==> src/rtl/core/vrabu_pkg.sv <==
// Shared types and constants for the CHIP-8 register, ALU and branch unit.
package vrabu_pkg;

  localparam int unsigned STACK_DEPTH = 16;
  localparam int unsigned STACK_IDX_W = $clog2(STACK_DEPTH);
  localparam int unsigned LEVEL_W     = $clog2(STACK_DEPTH + 1);
  localparam int unsigned RESET_PC    = 512;

  localparam int unsigned GP_COUNT = 16;

  localparam logic [15:0] RET_WORD = 16'h00EE;
  localparam logic [3:0]  FLAG_IDX = 4'hF;
  localparam logic [11:0] PC_STEP  = 12'd2;

  typedef enum logic [3:0] {
    OP_SYS     = 4'h0,
    OP_JP      = 4'h1,
    OP_CALL    = 4'h2,
    OP_SE_IMM  = 4'h3,
    OP_SNE_IMM = 4'h4,
    OP_SE_REG  = 4'h5,
    OP_LD_IMM  = 4'h6,
    OP_ADD_IMM = 4'h7,
    OP_ALU     = 4'h8,
    OP_SNE_REG = 4'h9,
    OP_LD_I    = 4'hA,
    OP_JP_V0   = 4'hB,
    OP_RND     = 4'hC,
    OP_DRW     = 4'hD,
    OP_KEY     = 4'hE,
    OP_MISC    = 4'hF
  } op_t;

  typedef enum logic [3:0] {
    ALU_LD   = 4'h0,
    ALU_OR   = 4'h1,
    ALU_AND  = 4'h2,
    ALU_XOR  = 4'h3,
    ALU_ADD  = 4'h4,
    ALU_SUB  = 4'h5,
    ALU_SHR  = 4'h6,
    ALU_SUBN = 4'h7,
    ALU_SHL  = 4'hE
  } alu_t;

  // Register file write-back from the execute stage.
  typedef struct packed {
    logic       gp_we;
    logic       flag_we;
    logic [3:0] x;
    logic [7:0] gp_data;
    logic [7:0] flag_data;
  } wb_t;

  // Return stack request from the execute stage.
  typedef struct packed {
    logic        push;
    logic        pop;
    logic [11:0] push_addr;
  } stk_t;

endpackage

==> src/rtl/core/vrabu_regfile.sv <==
// General register file V0..VE with registered reads and write bypass, plus the VF flag register.
module vrabu_regfile
  import vrabu_pkg::*;
(
  input  logic       clk,
  input  logic       rst,
  input  logic       rd_en,
  input  logic [3:0] rd_x_addr,
  input  logic [3:0] rd_y_addr,
  input  wb_t        wb,
  output logic [7:0] rd_x,
  output logic [7:0] rd_y,
  output logic [7:0] rd_v0,
  output logic [7:0] flag
);

  logic [7:0]          gp [GP_COUNT];
  logic [GP_COUNT-1:0] gp_valid;
  logic [7:0]          flag_next;
  logic                gp_wr;
  logic                x_hit;
  logic                y_hit;
  logic                v0_hit;

  // A write to VF as the destination replaces the flag written by the same instruction.
  always_comb begin
    flag_next = flag;
    if (wb.gp_we && (wb.x == FLAG_IDX)) begin
      flag_next = wb.gp_data;
    end else if (wb.flag_we) begin
      flag_next = wb.flag_data;
    end
  end

  assign gp_wr  = wb.gp_we && (wb.x != FLAG_IDX);
  assign x_hit  = gp_wr && (wb.x == rd_x_addr);
  assign y_hit  = gp_wr && (wb.x == rd_y_addr);
  assign v0_hit = gp_wr && (wb.x == 4'h0);

  always_ff @(posedge clk) begin
    if (rst) begin
      flag     <= 8'h00;
      gp_valid <= '0;
    end else begin
      flag <= flag_next;
      if (gp_wr) begin
        gp_valid[wb.x] <= 1'b1;
      end
    end
  end

  always_ff @(posedge clk) begin
    if (gp_wr) begin
      gp[wb.x] <= wb.gp_data;
    end
  end

  // Reads are taken as the instruction enters, with the executing instruction's write forwarded.
  always_ff @(posedge clk) begin
    if (rd_en) begin
      if (rd_x_addr == FLAG_IDX) begin
        rd_x <= flag_next;
      end else if (x_hit) begin
        rd_x <= wb.gp_data;
      end else begin
        rd_x <= gp_valid[rd_x_addr] ? gp[rd_x_addr] : 8'h00;
      end
      if (rd_y_addr == FLAG_IDX) begin
        rd_y <= flag_next;
      end else if (y_hit) begin
        rd_y <= wb.gp_data;
      end else begin
        rd_y <= gp_valid[rd_y_addr] ? gp[rd_y_addr] : 8'h00;
      end
      if (v0_hit) begin
        rd_v0 <= wb.gp_data;
      end else begin
        rd_v0 <= gp_valid[0] ? gp[0] : 8'h00;
      end
    end
  end

endmodule

==> src/rtl/core/vrabu_stack.sv <==
// Return stack of call addresses with its fill level.
module vrabu_stack
  import vrabu_pkg::*;
(
  input  logic        clk,
  input  logic        rst,
  input  stk_t        req,
  output logic        full,
  output logic        empty,
  output logic [11:0] top
);

  logic [11:0]        entries [STACK_DEPTH];
  logic [LEVEL_W-1:0] level;
  logic [LEVEL_W-1:0] level_m1;

  assign full     = (level >= LEVEL_W'(STACK_DEPTH));
  assign empty    = (level == '0);
  assign level_m1 = level - LEVEL_W'(1);
  assign top      = entries[level_m1[STACK_IDX_W-1:0]];

  always_ff @(posedge clk) begin
    if (rst) begin
      level <= '0;
    end else if (req.push && !full) begin
      level <= level + LEVEL_W'(1);
    end else if (req.pop && !empty) begin
      level <= level_m1;
    end
  end

  always_ff @(posedge clk) begin
    if (req.push && !full) begin
      entries[level[STACK_IDX_W-1:0]] <= req.push_addr;
    end
  end

`ifndef NO_ASSERTIONS
  a_level_bound: assert property (@(posedge clk) disable iff (rst)
    level <= LEVEL_W'(STACK_DEPTH))
    else $error("return stack level beyond depth");

  a_push_grows: assert property (@(posedge clk) disable iff (rst)
    req.push && !full |=> level == $past(level) + LEVEL_W'(1))
    else $error("push did not raise the stack level");

  a_pop_shrinks: assert property (@(posedge clk) disable iff (rst)
    req.pop && !req.push && !empty |=> level == $past(level) - LEVEL_W'(1))
    else $error("pop did not lower the stack level");
`endif

endmodule

==> src/rtl/core/vrabu_exec.sv <==
// Instruction decode, 8-bit ALU and next-counter selection for one instruction.
module vrabu_exec
  import vrabu_pkg::*;
(
  input  logic [15:0] instr,
  input  logic [7:0]  rnd,
  input  logic [7:0]  vx,
  input  logic [7:0]  vy,
  input  logic [7:0]  v0,
  input  logic [7:0]  vf,
  input  logic [11:0] pc,
  input  logic        stk_full,
  input  logic        stk_empty,
  input  logic [11:0] stk_top,
  output logic [11:0] pc_next,
  output logic        index_we,
  output logic [11:0] index_next,
  output wb_t         wb,
  output stk_t        stk,
  output logic [7:0]  vf_after,
  output logic        skip,
  output logic        fault,
  output logic        unsup
);

  logic [3:0]  n;
  logic [7:0]  kk;
  logic [11:0] nnn;
  logic [11:0] pc_plus;
  logic [11:0] target;
  logic [8:0]  sum;

  assign n       = instr[3:0];
  assign kk      = instr[7:0];
  assign nnn     = instr[11:0];
  assign pc_plus = pc + PC_STEP;
  assign sum     = {1'b0, vx} + {1'b0, vy};

  always_comb begin
    target         = pc_plus;
    skip           = 1'b0;
    fault          = 1'b0;
    unsup          = 1'b0;
    index_we       = 1'b0;
    index_next     = nnn;
    wb             = '0;
    wb.x           = instr[11:8];
    stk            = '0;
    stk.push_addr  = pc_plus;
    case (op_t'(instr[15:12]))
      OP_SYS: begin
        if (instr == RET_WORD) begin
          if (stk_empty) begin
            fault = 1'b1;
          end else begin
            stk.pop = 1'b1;
            target  = stk_top;
          end
        end else begin
          unsup = 1'b1;
        end
      end
      OP_JP: begin
        target = nnn;
      end
      OP_CALL: begin
        if (stk_full) begin
          fault = 1'b1;
        end else begin
          stk.push = 1'b1;
          target   = nnn;
        end
      end
      OP_SE_IMM: begin
        skip = (vx == kk);
      end
      OP_SNE_IMM: begin
        skip = (vx != kk);
      end
      OP_SE_REG: begin
        if (n == 4'h0) begin
          skip = (vx == vy);
        end else begin
          unsup = 1'b1;
        end
      end
      OP_LD_IMM: begin
        wb.gp_we   = 1'b1;
        wb.gp_data = kk;
      end
      OP_ADD_IMM: begin
        wb.gp_we   = 1'b1;
        wb.gp_data = vx + kk;
      end
      OP_ALU: begin
        wb.gp_we = 1'b1;
        case (alu_t'(n))
          ALU_LD:  wb.gp_data = vy;
          ALU_OR:  wb.gp_data = vx | vy;
          ALU_AND: wb.gp_data = vx & vy;
          ALU_XOR: wb.gp_data = vx ^ vy;
          ALU_ADD: begin
            wb.flag_we   = 1'b1;
            wb.flag_data = {7'd0, sum[8]};
            wb.gp_data   = sum[7:0];
          end
          ALU_SUB: begin
            wb.flag_we   = 1'b1;
            wb.flag_data = {7'd0, (vx > vy)};
            wb.gp_data   = vx - vy;
          end
          ALU_SHR: begin
            wb.flag_we   = 1'b1;
            wb.flag_data = {7'd0, vx[0]};
            wb.gp_data   = {1'b0, vx[7:1]};
          end
          ALU_SUBN: begin
            wb.flag_we   = 1'b1;
            wb.flag_data = {7'd0, (vy > vx)};
            wb.gp_data   = vy - vx;
          end
          ALU_SHL: begin
            wb.flag_we   = 1'b1;
            wb.flag_data = {7'd0, vx[7]};
            wb.gp_data   = {vx[6:0], 1'b0};
          end
          default: begin
            wb.gp_we = 1'b0;
            unsup    = 1'b1;
          end
        endcase
      end
      OP_SNE_REG: begin
        if (n == 4'h0) begin
          skip = (vx != vy);
        end else begin
          unsup = 1'b1;
        end
      end
      OP_LD_I: begin
        index_we = 1'b1;
      end
      OP_JP_V0: begin
        target = nnn + {4'd0, v0};
      end
      OP_RND: begin
        wb.gp_we   = 1'b1;
        wb.gp_data = rnd & kk;
      end
      default: begin
        unsup = 1'b1;
      end
    endcase
    pc_next = skip ? (target + PC_STEP) : target;
  end

  always_comb begin
    vf_after = vf;
    if (wb.gp_we && (wb.x == FLAG_IDX)) begin
      vf_after = wb.gp_data;
    end else if (wb.flag_we) begin
      vf_after = wb.flag_data;
    end
  end

endmodule

==> src/rtl/core/vm_register_alu_branch_unit.sv <==
// Top level of the CHIP-8 instruction execute unit.
// One instruction is taken per cycle and its result is registered once the result register
// can take it: the input register also captures Vx, Vy and V0 from the register file, with
// the write of the instruction then executing forwarded, and a single pass of decode, 8-bit
// ALU and counter selection fills the result register while the state is updated. A held
// result stalls the input only once the input register is also full, so with no output stall
// the sustained rate is one instruction per cycle. Reset leaves V0..VF and the index register
// at zero, the counter at 512 and the return stack empty; no clearing pass is needed.
module vm_register_alu_branch_unit
  import vrabu_pkg::*;
(
  input  logic        clk,
  input  logic        rst,
  input  logic        in_valid,
  output logic        in_stall,
  input  logic [15:0] instr_word,
  input  logic [7:0]  rand_byte,
  output logic        out_valid,
  input  logic        out_stall,
  output logic [11:0] next_pc,
  output logic [11:0] index_value,
  output logic [7:0]  flag_reg_value,
  output logic        skip_taken,
  output logic        stack_fault,
  output logic        unsupported_op
);

  logic        s1_valid;
  logic [15:0] s1_instr;
  logic [7:0]  s1_rand;
  logic        load;
  logic        fire;

  logic [11:0] pc;
  logic [11:0] index_reg;

  logic [7:0]  vx;
  logic [7:0]  vy;
  logic [7:0]  v0;
  logic [7:0]  vf;

  logic        stk_full;
  logic        stk_empty;
  logic [11:0] stk_top;

  logic [11:0] ex_pc_next;
  logic        ex_index_we;
  logic [11:0] ex_index_next;
  wb_t         ex_wb;
  stk_t        ex_stk;
  logic [7:0]  ex_vf_after;
  logic        ex_skip;
  logic        ex_fault;
  logic        ex_unsup;

  wb_t         wb;
  stk_t        stk_req;

  assign in_stall = s1_valid && out_valid && out_stall;
  assign load     = in_valid && !in_stall;
  assign fire     = s1_valid && !(out_valid && out_stall);

  // State changes only when the executing instruction moves into the result register.
  assign wb      = fire ? ex_wb  : '0;
  assign stk_req = fire ? ex_stk : '0;

  always_ff @(posedge clk) begin
    if (rst) begin
      s1_valid <= 1'b0;
    end else if (load) begin
      s1_valid <= 1'b1;
    end else if (fire) begin
      s1_valid <= 1'b0;
    end
  end

  always_ff @(posedge clk) begin
    if (load) begin
      s1_instr <= instr_word;
      s1_rand  <= rand_byte;
    end
  end

  vrabu_regfile u_regfile (
    .clk       (clk),
    .rst       (rst),
    .rd_en     (load),
    .rd_x_addr (instr_word[11:8]),
    .rd_y_addr (instr_word[7:4]),
    .wb        (wb),
    .rd_x      (vx),
    .rd_y      (vy),
    .rd_v0     (v0),
    .flag      (vf)
  );

  vrabu_stack u_stack (
    .clk   (clk),
    .rst   (rst),
    .req   (stk_req),
    .full  (stk_full),
    .empty (stk_empty),
    .top   (stk_top)
  );

  vrabu_exec u_exec (
    .instr      (s1_instr),
    .rnd        (s1_rand),
    .vx         (vx),
    .vy         (vy),
    .v0         (v0),
    .vf         (vf),
    .pc         (pc),
    .stk_full   (stk_full),
    .stk_empty  (stk_empty),
    .stk_top    (stk_top),
    .pc_next    (ex_pc_next),
    .index_we   (ex_index_we),
    .index_next (ex_index_next),
    .wb         (ex_wb),
    .stk        (ex_stk),
    .vf_after   (ex_vf_after),
    .skip       (ex_skip),
    .fault      (ex_fault),
    .unsup      (ex_unsup)
  );

  always_ff @(posedge clk) begin
    if (rst) begin
      pc        <= RESET_PC[11:0];
      index_reg <= 12'd0;
      out_valid <= 1'b0;
    end else begin
      if (fire) begin
        pc        <= ex_pc_next;
        out_valid <= 1'b1;
        if (ex_index_we) begin
          index_reg <= ex_index_next;
        end
      end else if (out_valid && !out_stall) begin
        out_valid <= 1'b0;
      end
    end
  end

  always_ff @(posedge clk) begin
    if (fire) begin
      next_pc        <= ex_pc_next;
      index_value    <= ex_index_we ? ex_index_next : index_reg;
      flag_reg_value <= ex_vf_after;
      skip_taken     <= ex_skip;
      stack_fault    <= ex_fault;
      unsupported_op <= ex_unsup;
    end
  end

`ifndef NO_ASSERTIONS
  a_flags_exclusive: assert property (@(posedge clk) disable iff (rst)
    out_valid |-> !(stack_fault && unsupported_op) && !(skip_taken && stack_fault))
    else $error("result carries contradictory status flags");

  a_pc_tracks_result: assert property (@(posedge clk) disable iff (rst)
    out_valid |-> next_pc == pc)
    else $error("result counter differs from the architectural counter");

  a_stage_held: assert property (@(posedge clk) disable iff (rst)
    s1_valid && !fire |=> s1_valid && $stable(s1_instr))
    else $error("input register lost a waiting instruction");

  a_no_overwrite: assert property (@(posedge clk) disable iff (rst)
    s1_valid && !fire |-> !load)
    else $error("transfer accepted over a waiting instruction");
`endif

endmodule
==> config.mk <==
export PLATFORM = sky130hd
export DESIGN_NAME = vm_register_alu_branch_unit
export DESIGN_NICKNAME = d
export VERILOG_FILES = /design/src/rtl/core/vrabu_pkg.sv /design/src/rtl/core/vrabu_regfile.sv /design/src/rtl/core/vrabu_stack.sv /design/src/rtl/core/vrabu_exec.sv /design/src/rtl/core/vm_register_alu_branch_unit.sv
export SDC_FILE = /design/constraint.sdc
export NUM_CORES = 1
export LEC_CHECK = 0
export BUFFER_PORTS_ARGS = -buffer_cell sky130_fd_sc_hd__buf_2
export CORE_MARGIN = 4
export CORE_UTILIZATION = 45
export CTS_CLUSTER_DIAMETER = 200
export DETAILED_ROUTE_END_ITERATION = 10
export PLACE_DENSITY = 0.74
export SETUP_SLACK_MARGIN = 0.05
export SYNTH_ARGS = -nofsm -noshare
export SYNTH_HDL_FRONTEND = slang
export SYNTH_HIERARCHICAL = 1
export SYNTH_SLANG_ARGS = --single-unit
==> constraint.sdc <==
create_clock -name clk -period 3.49 [get_ports clk]
set_input_delay 0.349 -clock clk [delete_from_list [all_inputs] [get_ports clk]]
set_output_delay 0.349 -clock clk [all_outputs]
set_load 0.02 [all_outputs]
Word level (Yosys, flattened, before mapping). Memory sizes are Yosys's and may differ from the RTL's. Cells that the tools add are included.

Register bits: 138. Memory bits (writable): 320. Input port bits: 28. Output and inout bits: 37. Logic and storage cells: 166. Memories kept: 2.

Memories: u_stack.entries (depth 16, width 12, rd ports 1, clocked after memory_dff 0, wr ports 1, RTL line vrabu_stack.sv:13) `logic [11:0] entries [STACK_DEPTH];`; u_regfile.gp (depth 16, width 8, rd ports 3, clocked after memory_dff 0, wr ports 1, RTL line vrabu_regfile.sv:17) `logic [7:0] gp [GP_COUNT];`.

Add/subtract/negate cells: 9. Order comparisons: 7. Equal/unequal tests: 32. Multiplexer cells: 61. Bitwise gates (word level): 5. Reduce and logical (&&, ||, !) cells: 32.

Operator list (count): $mux W8 (13); $pmux W8 S9 (1); $mux W12 (5); $pmux W12 S4 (1); $eq A4 B4 Y1 const B (10); $eq A4 B3 Y1 const B (8); $pmux W8 S4 (1); $mux W1 (28); $add A12 B2 Y12 const B (2); $mux W22 (1); $reduce_or A9 Y1 (2); $and A8 B8 Y8 (2); $eq A16 B8 Y1 const B (1); $eq A4 B2 Y1 const B (4); $eq A8 B8 Y1 (2); $gt A8 B8 Y1 (2); $ne A8 B8 Y1 (2); $or A16 B16 Y16 (1); $sub A8 B8 Y8 (2); $logic_and A1 B1 Y1 (15); $lt A4 B5 Y1 const B (3); $mux W14 (1); $add A12 B8 Y12 (1); $logic_not A4 Y1 (3); other kinds (23) (35).

Depth between registers and ports, before layout.
Depth in word-level cells: 10. Gate-level depth with buffers: 17. Depth with buffers taken out: 16.

Hierarchy. The synthesis kept the hierarchy.

By module, submodules not included: vrabu_regfile (times used 1, cells each 475, area an instance 8221.6 um2, sequential area each 5044.8 um2); vrabu_stack (times used 1, cells each 471, area an instance 7905.1 um2, sequential area each 5865.6 um2); vrabu_exec (times used 1, cells each 574, area an instance 4045.1 um2, sequential area each 0.0 um2); vm_register_alu_branch_unit (times used 1, cells each 227, area an instance 3098.0 um2, sequential area each 2292.2 um2).

Worst setup path after synthesis. Ideal clock, no wire load.

Path type: register to register. Start point: register u_stack.level[0]. End point: register pc[11]. Setup time: 0.070 ns. Data arrival time: 3.640 ns. Required time: 3.420 ns. Slack: -0.220 ns. Stages on the path, launching flop included: 17. Buffers on the path: 2. Period minus slack after synthesis: 3.710 ns. Cell sequence: dfxtp_1 -> buf_2 -> inv_1 -> ha_1 -> xnor2_1 -> clkbuf_1 -> nand2_1 -> nand3_1 -> a32o_1 -> a32oi_1 -> o311a_1 -> a211oi_2 -> or3b_1 -> nor4_2 -> xor2_1 -> nand2_1 -> a21oi_1.

Longest elaborated chain between the ends: 7. Elaborated cells between the ends (all ways): 10. Those cells by class: 2 x add/sub; 1 x order compare; 5 x mux; 1 x reduce/logical; 1 x memory.

RTL lines: from (decl) (RTL line vrabu_stack.sv:14) `logic [LEVEL_W-1:0] level;`; from (signal assigned) (RTL line vrabu_stack.sv:26) `level <= level + LEVEL_W'(1);`; from (signal assigned) (RTL line vrabu_stack.sv:28) `level <= level_m1;`; $sub A5 B1 Y5 (RTL line vrabu_stack.sv:19) `assign level_m1 = level - LEVEL_W'(1);`; $mem_v2 Z16 W12; via stk_top[4] (RTL line vm_register_alu_branch_unit.sv:44) `logic [11:0] stk_top;`; $mux W12 (RTL line vrabu_exec.sv:53) `if (stk_empty) begin`; $mux W12 (RTL line vrabu_exec.sv:52) `if (instr == RET_WORD) begin`; $pmux W12 S4 (RTL line vrabu_exec.sv:50) `case (op_t'(instr[15:12]))`; $add A12 B2 Y12 (RTL line vrabu_exec.sv:154) `pc_next = skip ? (target + PC_STEP) : target;`; $mux W12 (RTL line vrabu_exec.sv:154); via ex_pc_next[11] (RTL line vm_register_alu_branch_unit.sv:46) `logic [11:0] ex_pc_next;`; to (signal assigned) (RTL line vm_register_alu_branch_unit.sv:130) `pc <= RESET_PC[11:0];`; to (signal assigned) (RTL line vm_register_alu_branch_unit.sv:135) `pc <= ex_pc_next;`; to (decl) (RTL line vm_register_alu_branch_unit.sv:34) `logic [11:0] pc;`.

The timed path passes the listed nets, and every way through them passes these cells. A chain may end at the register's enable or synchronous reset.

==> summary.txt <==
Final layout
  – Register area: 13,200 sq um
  – Area grow syn2layout: 19.1%
  – Fill count: between 4k and 5k
  – Fraction of layout cells with a size suffix above 1: 29.6%
  – Post-Layout Cell Count: 2,689
  – Layout Nets: 2,059
  – Area of the multi-input gates: 9610 sq um
  – Final Cell Area: 27,700 sq um
  – Max FFs per register: 192
  – Most common cell after layout, fill and taps aside: edfxtp_1
  – Commonest non-fill, non-tap cells in the layout: edfxtp_1 (403), nand2_1 (202), buf_4 (188)

Synth
  – Post-synth cell types: 95
  – Post-synth top area share: 52.0%
  – Post-Syn Area per Cell: 13.3 sq um
  – Synth area leaders: edfxtp_1 (52%), mux4_2 (11%), dfxtp_1 (4.7%), nand2_1 (3.3%), ha_1 (3.0%)
  – Syn. warnings: 6
  – Post-synth top area cell: edfxtp_1
  – Syn Inst Count: between 1.5k and 2k
  – Top FF cell, synth: edfxtp_1
  – Post-synth EDFFs: 403
  – Cell Area, Synth: 23,300 sq um
  – Asr flop ratio synth: 0%
  – Synthesized flop and latch total: between 400 and 500
  – Post-synthesis sequential area ratio: 56.7%

Critical path
  – Startpoint types: register
  – Crit end category: register
  – Reg-to-reg startpoint: u_regfile/rd_x[0]
  – Crit path DAT: 3830 ps
  – Worst R2R Path Depth: 15
  – FF-to-FF setup slack: -7 ps
  – Crit Reg-Reg Endpoint: u_regfile/rd_x[6]
  – CP Data Required Time: 3820 ps
  – Crit-path max FO: 3
  – Crit path kind: register to register

Global routing
  – GRT Overall Usage: a little over a fifth
  – Initial antenna violation count: 3
  – Largest net degree at the start of global routing: 58
  – Number of global-route vias before repair: 15.7k
  – Global route overflow: 0
  – First-pass GRT wire length: 93,300 um

Floorplanning
  – Num rows: 83
  – Initial core utilization: 45.4%
  – Floorplan core area: between 50,000 and 60,000 sq um
  – Die W: between 200 and 250 um
  – I/O pins: 65
  – DIE AREA: between 50,000 and 60,000 sq um
  – DIE HEIGHT: 235 um

Timing
  – Tcrit/Tclk final: 100%
  – Slew margin rel.: roughly a fifth
  – Fin Clk Skew: 49.2 ps
  – Min Tclk post-route: 3500 ps
  – RSZ-0062 raised after global routing: yes
  – Hold Fails Final Rpt: 0
  – Fmax: 286 MHz
  – Slew Viols, Final: 0
  – Worst-Margin Slew: 1200 ps
  – Final WS setup: -6.64 ps
  – TNS Setup: -6.64 ps
  – Final setup violation count: 1

Drt
  – Detail Route Antenna Nets: 0
  – Via/cell ratio: 5.93
  – Via count: 15.9k
  – DRT iter0 DRCs: 1,789
  – Residual DRC: 0
  – Routed WL: 61,800 um
  – WL/cell: 23.0 um
  – DR pass1 iterations: 9

Place
  – Cell Area, Placed: 25,200 sq um
  – Port Buffers: 64
  – HPWL after detailed placement: about 42,000 um
  – # placed instances: about 2.5k
  – RD Place Congestion: 0.977

Power and ir drop
  – Worst IR Drop VDD: 0.310 mV
  – Pwr per Cell Area: ~450 nW/um^2
  – Total power: 12.4 mW
  – Lkg Pwr: a little over 10 nW

Clocking
  – Num Clock Sinks: 458
  – Cts bufs inserted: between 40 and 50
  – Clock latency on the worst-skew pair: 590 ps
  – Clock slew at reported path FFs: 60 ps
  – CTS tree: done
  – Root Driver: clkbuf_16
  – Number of H-tree levels: 2
  – Clock Path Buffers: 3

Run
  – Max-cap viol count: 0

Status
  – Status: finished with violations
  – Violated checks: setup timing

Min path
  – Worst hold path endpoint: out_valid
  – HP Start: out_stall
  – Hold Crit Class: input port to register
  – Hold Path Stages: 3
-- cells by family after synthesis --
logic type | after synthesis | synth area share (%)
adder cells (fa/ha/maj) | 60 | 3.39
AO/OA/AOI/OAI | 273 | 8.42
XOR/XNOR | 45 | 1.81
flip-flops | 458 | 56.7
buffers and inverters | 191 | 4.14
multiplexers | 190 | 14.4
AND/OR/NAND/NOR | 528 | 11.0
other | 2 | 0.0323
-- critical path, stage by stage (launching register included) --
cell and delay, ps:
edfxtp_1 460, buf_6 160, ha_4 150, inv_2 50, fa_2 180, nand2b_1 90, a21oi_2 180, nor2_1 70
a211o_1 300, a221o_1 330, a222oi_1 400, o221ai_2 190, and2_4 180, mux2_4 280, a22oi_2 140, o21ai_2 80
-- synth_stat cells (12+ instances only) --
master / number
a21oi_1: 65
a22oi_1: 15
a32o_1: 12
and2_1: 38
and3_1: 13
buf_2: 29
buf_4: 31
clkbuf_1: 45
dfxtp_1: 55
edfxtp_1: 403
ha_1: 55
inv_1: 64
mux2_2: 31
mux2i_1: 46
mux4_2: 112
nand2_1: 202
nand2b_1: 12
nand3_1: 47
nand4_1: 12
nor2_1: 102
nor2b_1: 19
nor3_1: 31
o21ai_0: 44
xnor2_1: 35
-- timing repair --
item | 4_1_cts | 5_1_grt
gates cloned | 0 | 1
pin swaps | 10 | 46
gates resized for setup | 29 | 69
buffers inserted | 9 | 27
hold buffers | 16 | 0
endpoints found under the setup margin | 14 | 47
endpoints found under the hold margin | 16 | 0
-- per-layer routing --
| layer | track usage [%] | share of wire [%] | vias up |
|---|---|---|---|
| li1 | - | - | 7086 |
| met1 | 30.0 | 41 | 7983 |
| met2 | 34.6 | 48 | 728 |
| met3 | 3.28 | 7.7 | 140 |
| met4 | 6.76 | 3.2 | 0 |
| met5 | 0 | 0 | - |
-- how the worst max path moves through the flow --
| stage | end | cells after the start | start |
|---|---|---|---|
| after floorplan | pc[11] | 14 | s1_instr[1] |
| after global placement | u_regfile/rd_y[0] | 16 | u_regfile/rd_x[0] |
| after detailed placement | u_regfile/rd_y[0] | 16 | u_regfile/rd_x[0] |
| after CTS | u_regfile/rd_y[0] | 16 | u_regfile/rd_x[0] |
| after global routing | u_regfile/rd_x[6] | 15 | u_regfile/rd_x[0] |
| final | u_regfile/rd_x[6] | 15 | u_regfile/rd_x[0] |
-- stage by stage --
step	util, %	hold slack, ps	worst slack (ps)
2_1_floorplan	-	418	47.3
3_3_place_gp	49.2	438	-59.8
3_5_place_dp	49.2	448	-134
4_1_cts	52.9	1.11	23.0
5_1_grt	54.0	44.0	-159
6_report	54.0	31.3	-6.64
-- where the power goes --
group	internal (mW)	switching, mW	leakage, nW
logic	0.513	0.688	5.24
clock network	3.03	2.10	0.779
registers	5.99	0.0443	4.15
total	9.53	2.84	10.2
-- layout make-up --
type                    count  area share (%)
multi-input cells        1111            34.7
clock buffers              61            4.74
repair buffers            285            7.94
diodes                      1         0.00903
clock inverters            27           0.989
inverters                  66           0.926
flip-flops and latches    458            47.7
well taps                 680            3.07
Note: power is estimated with default switching activity, not from simulation.
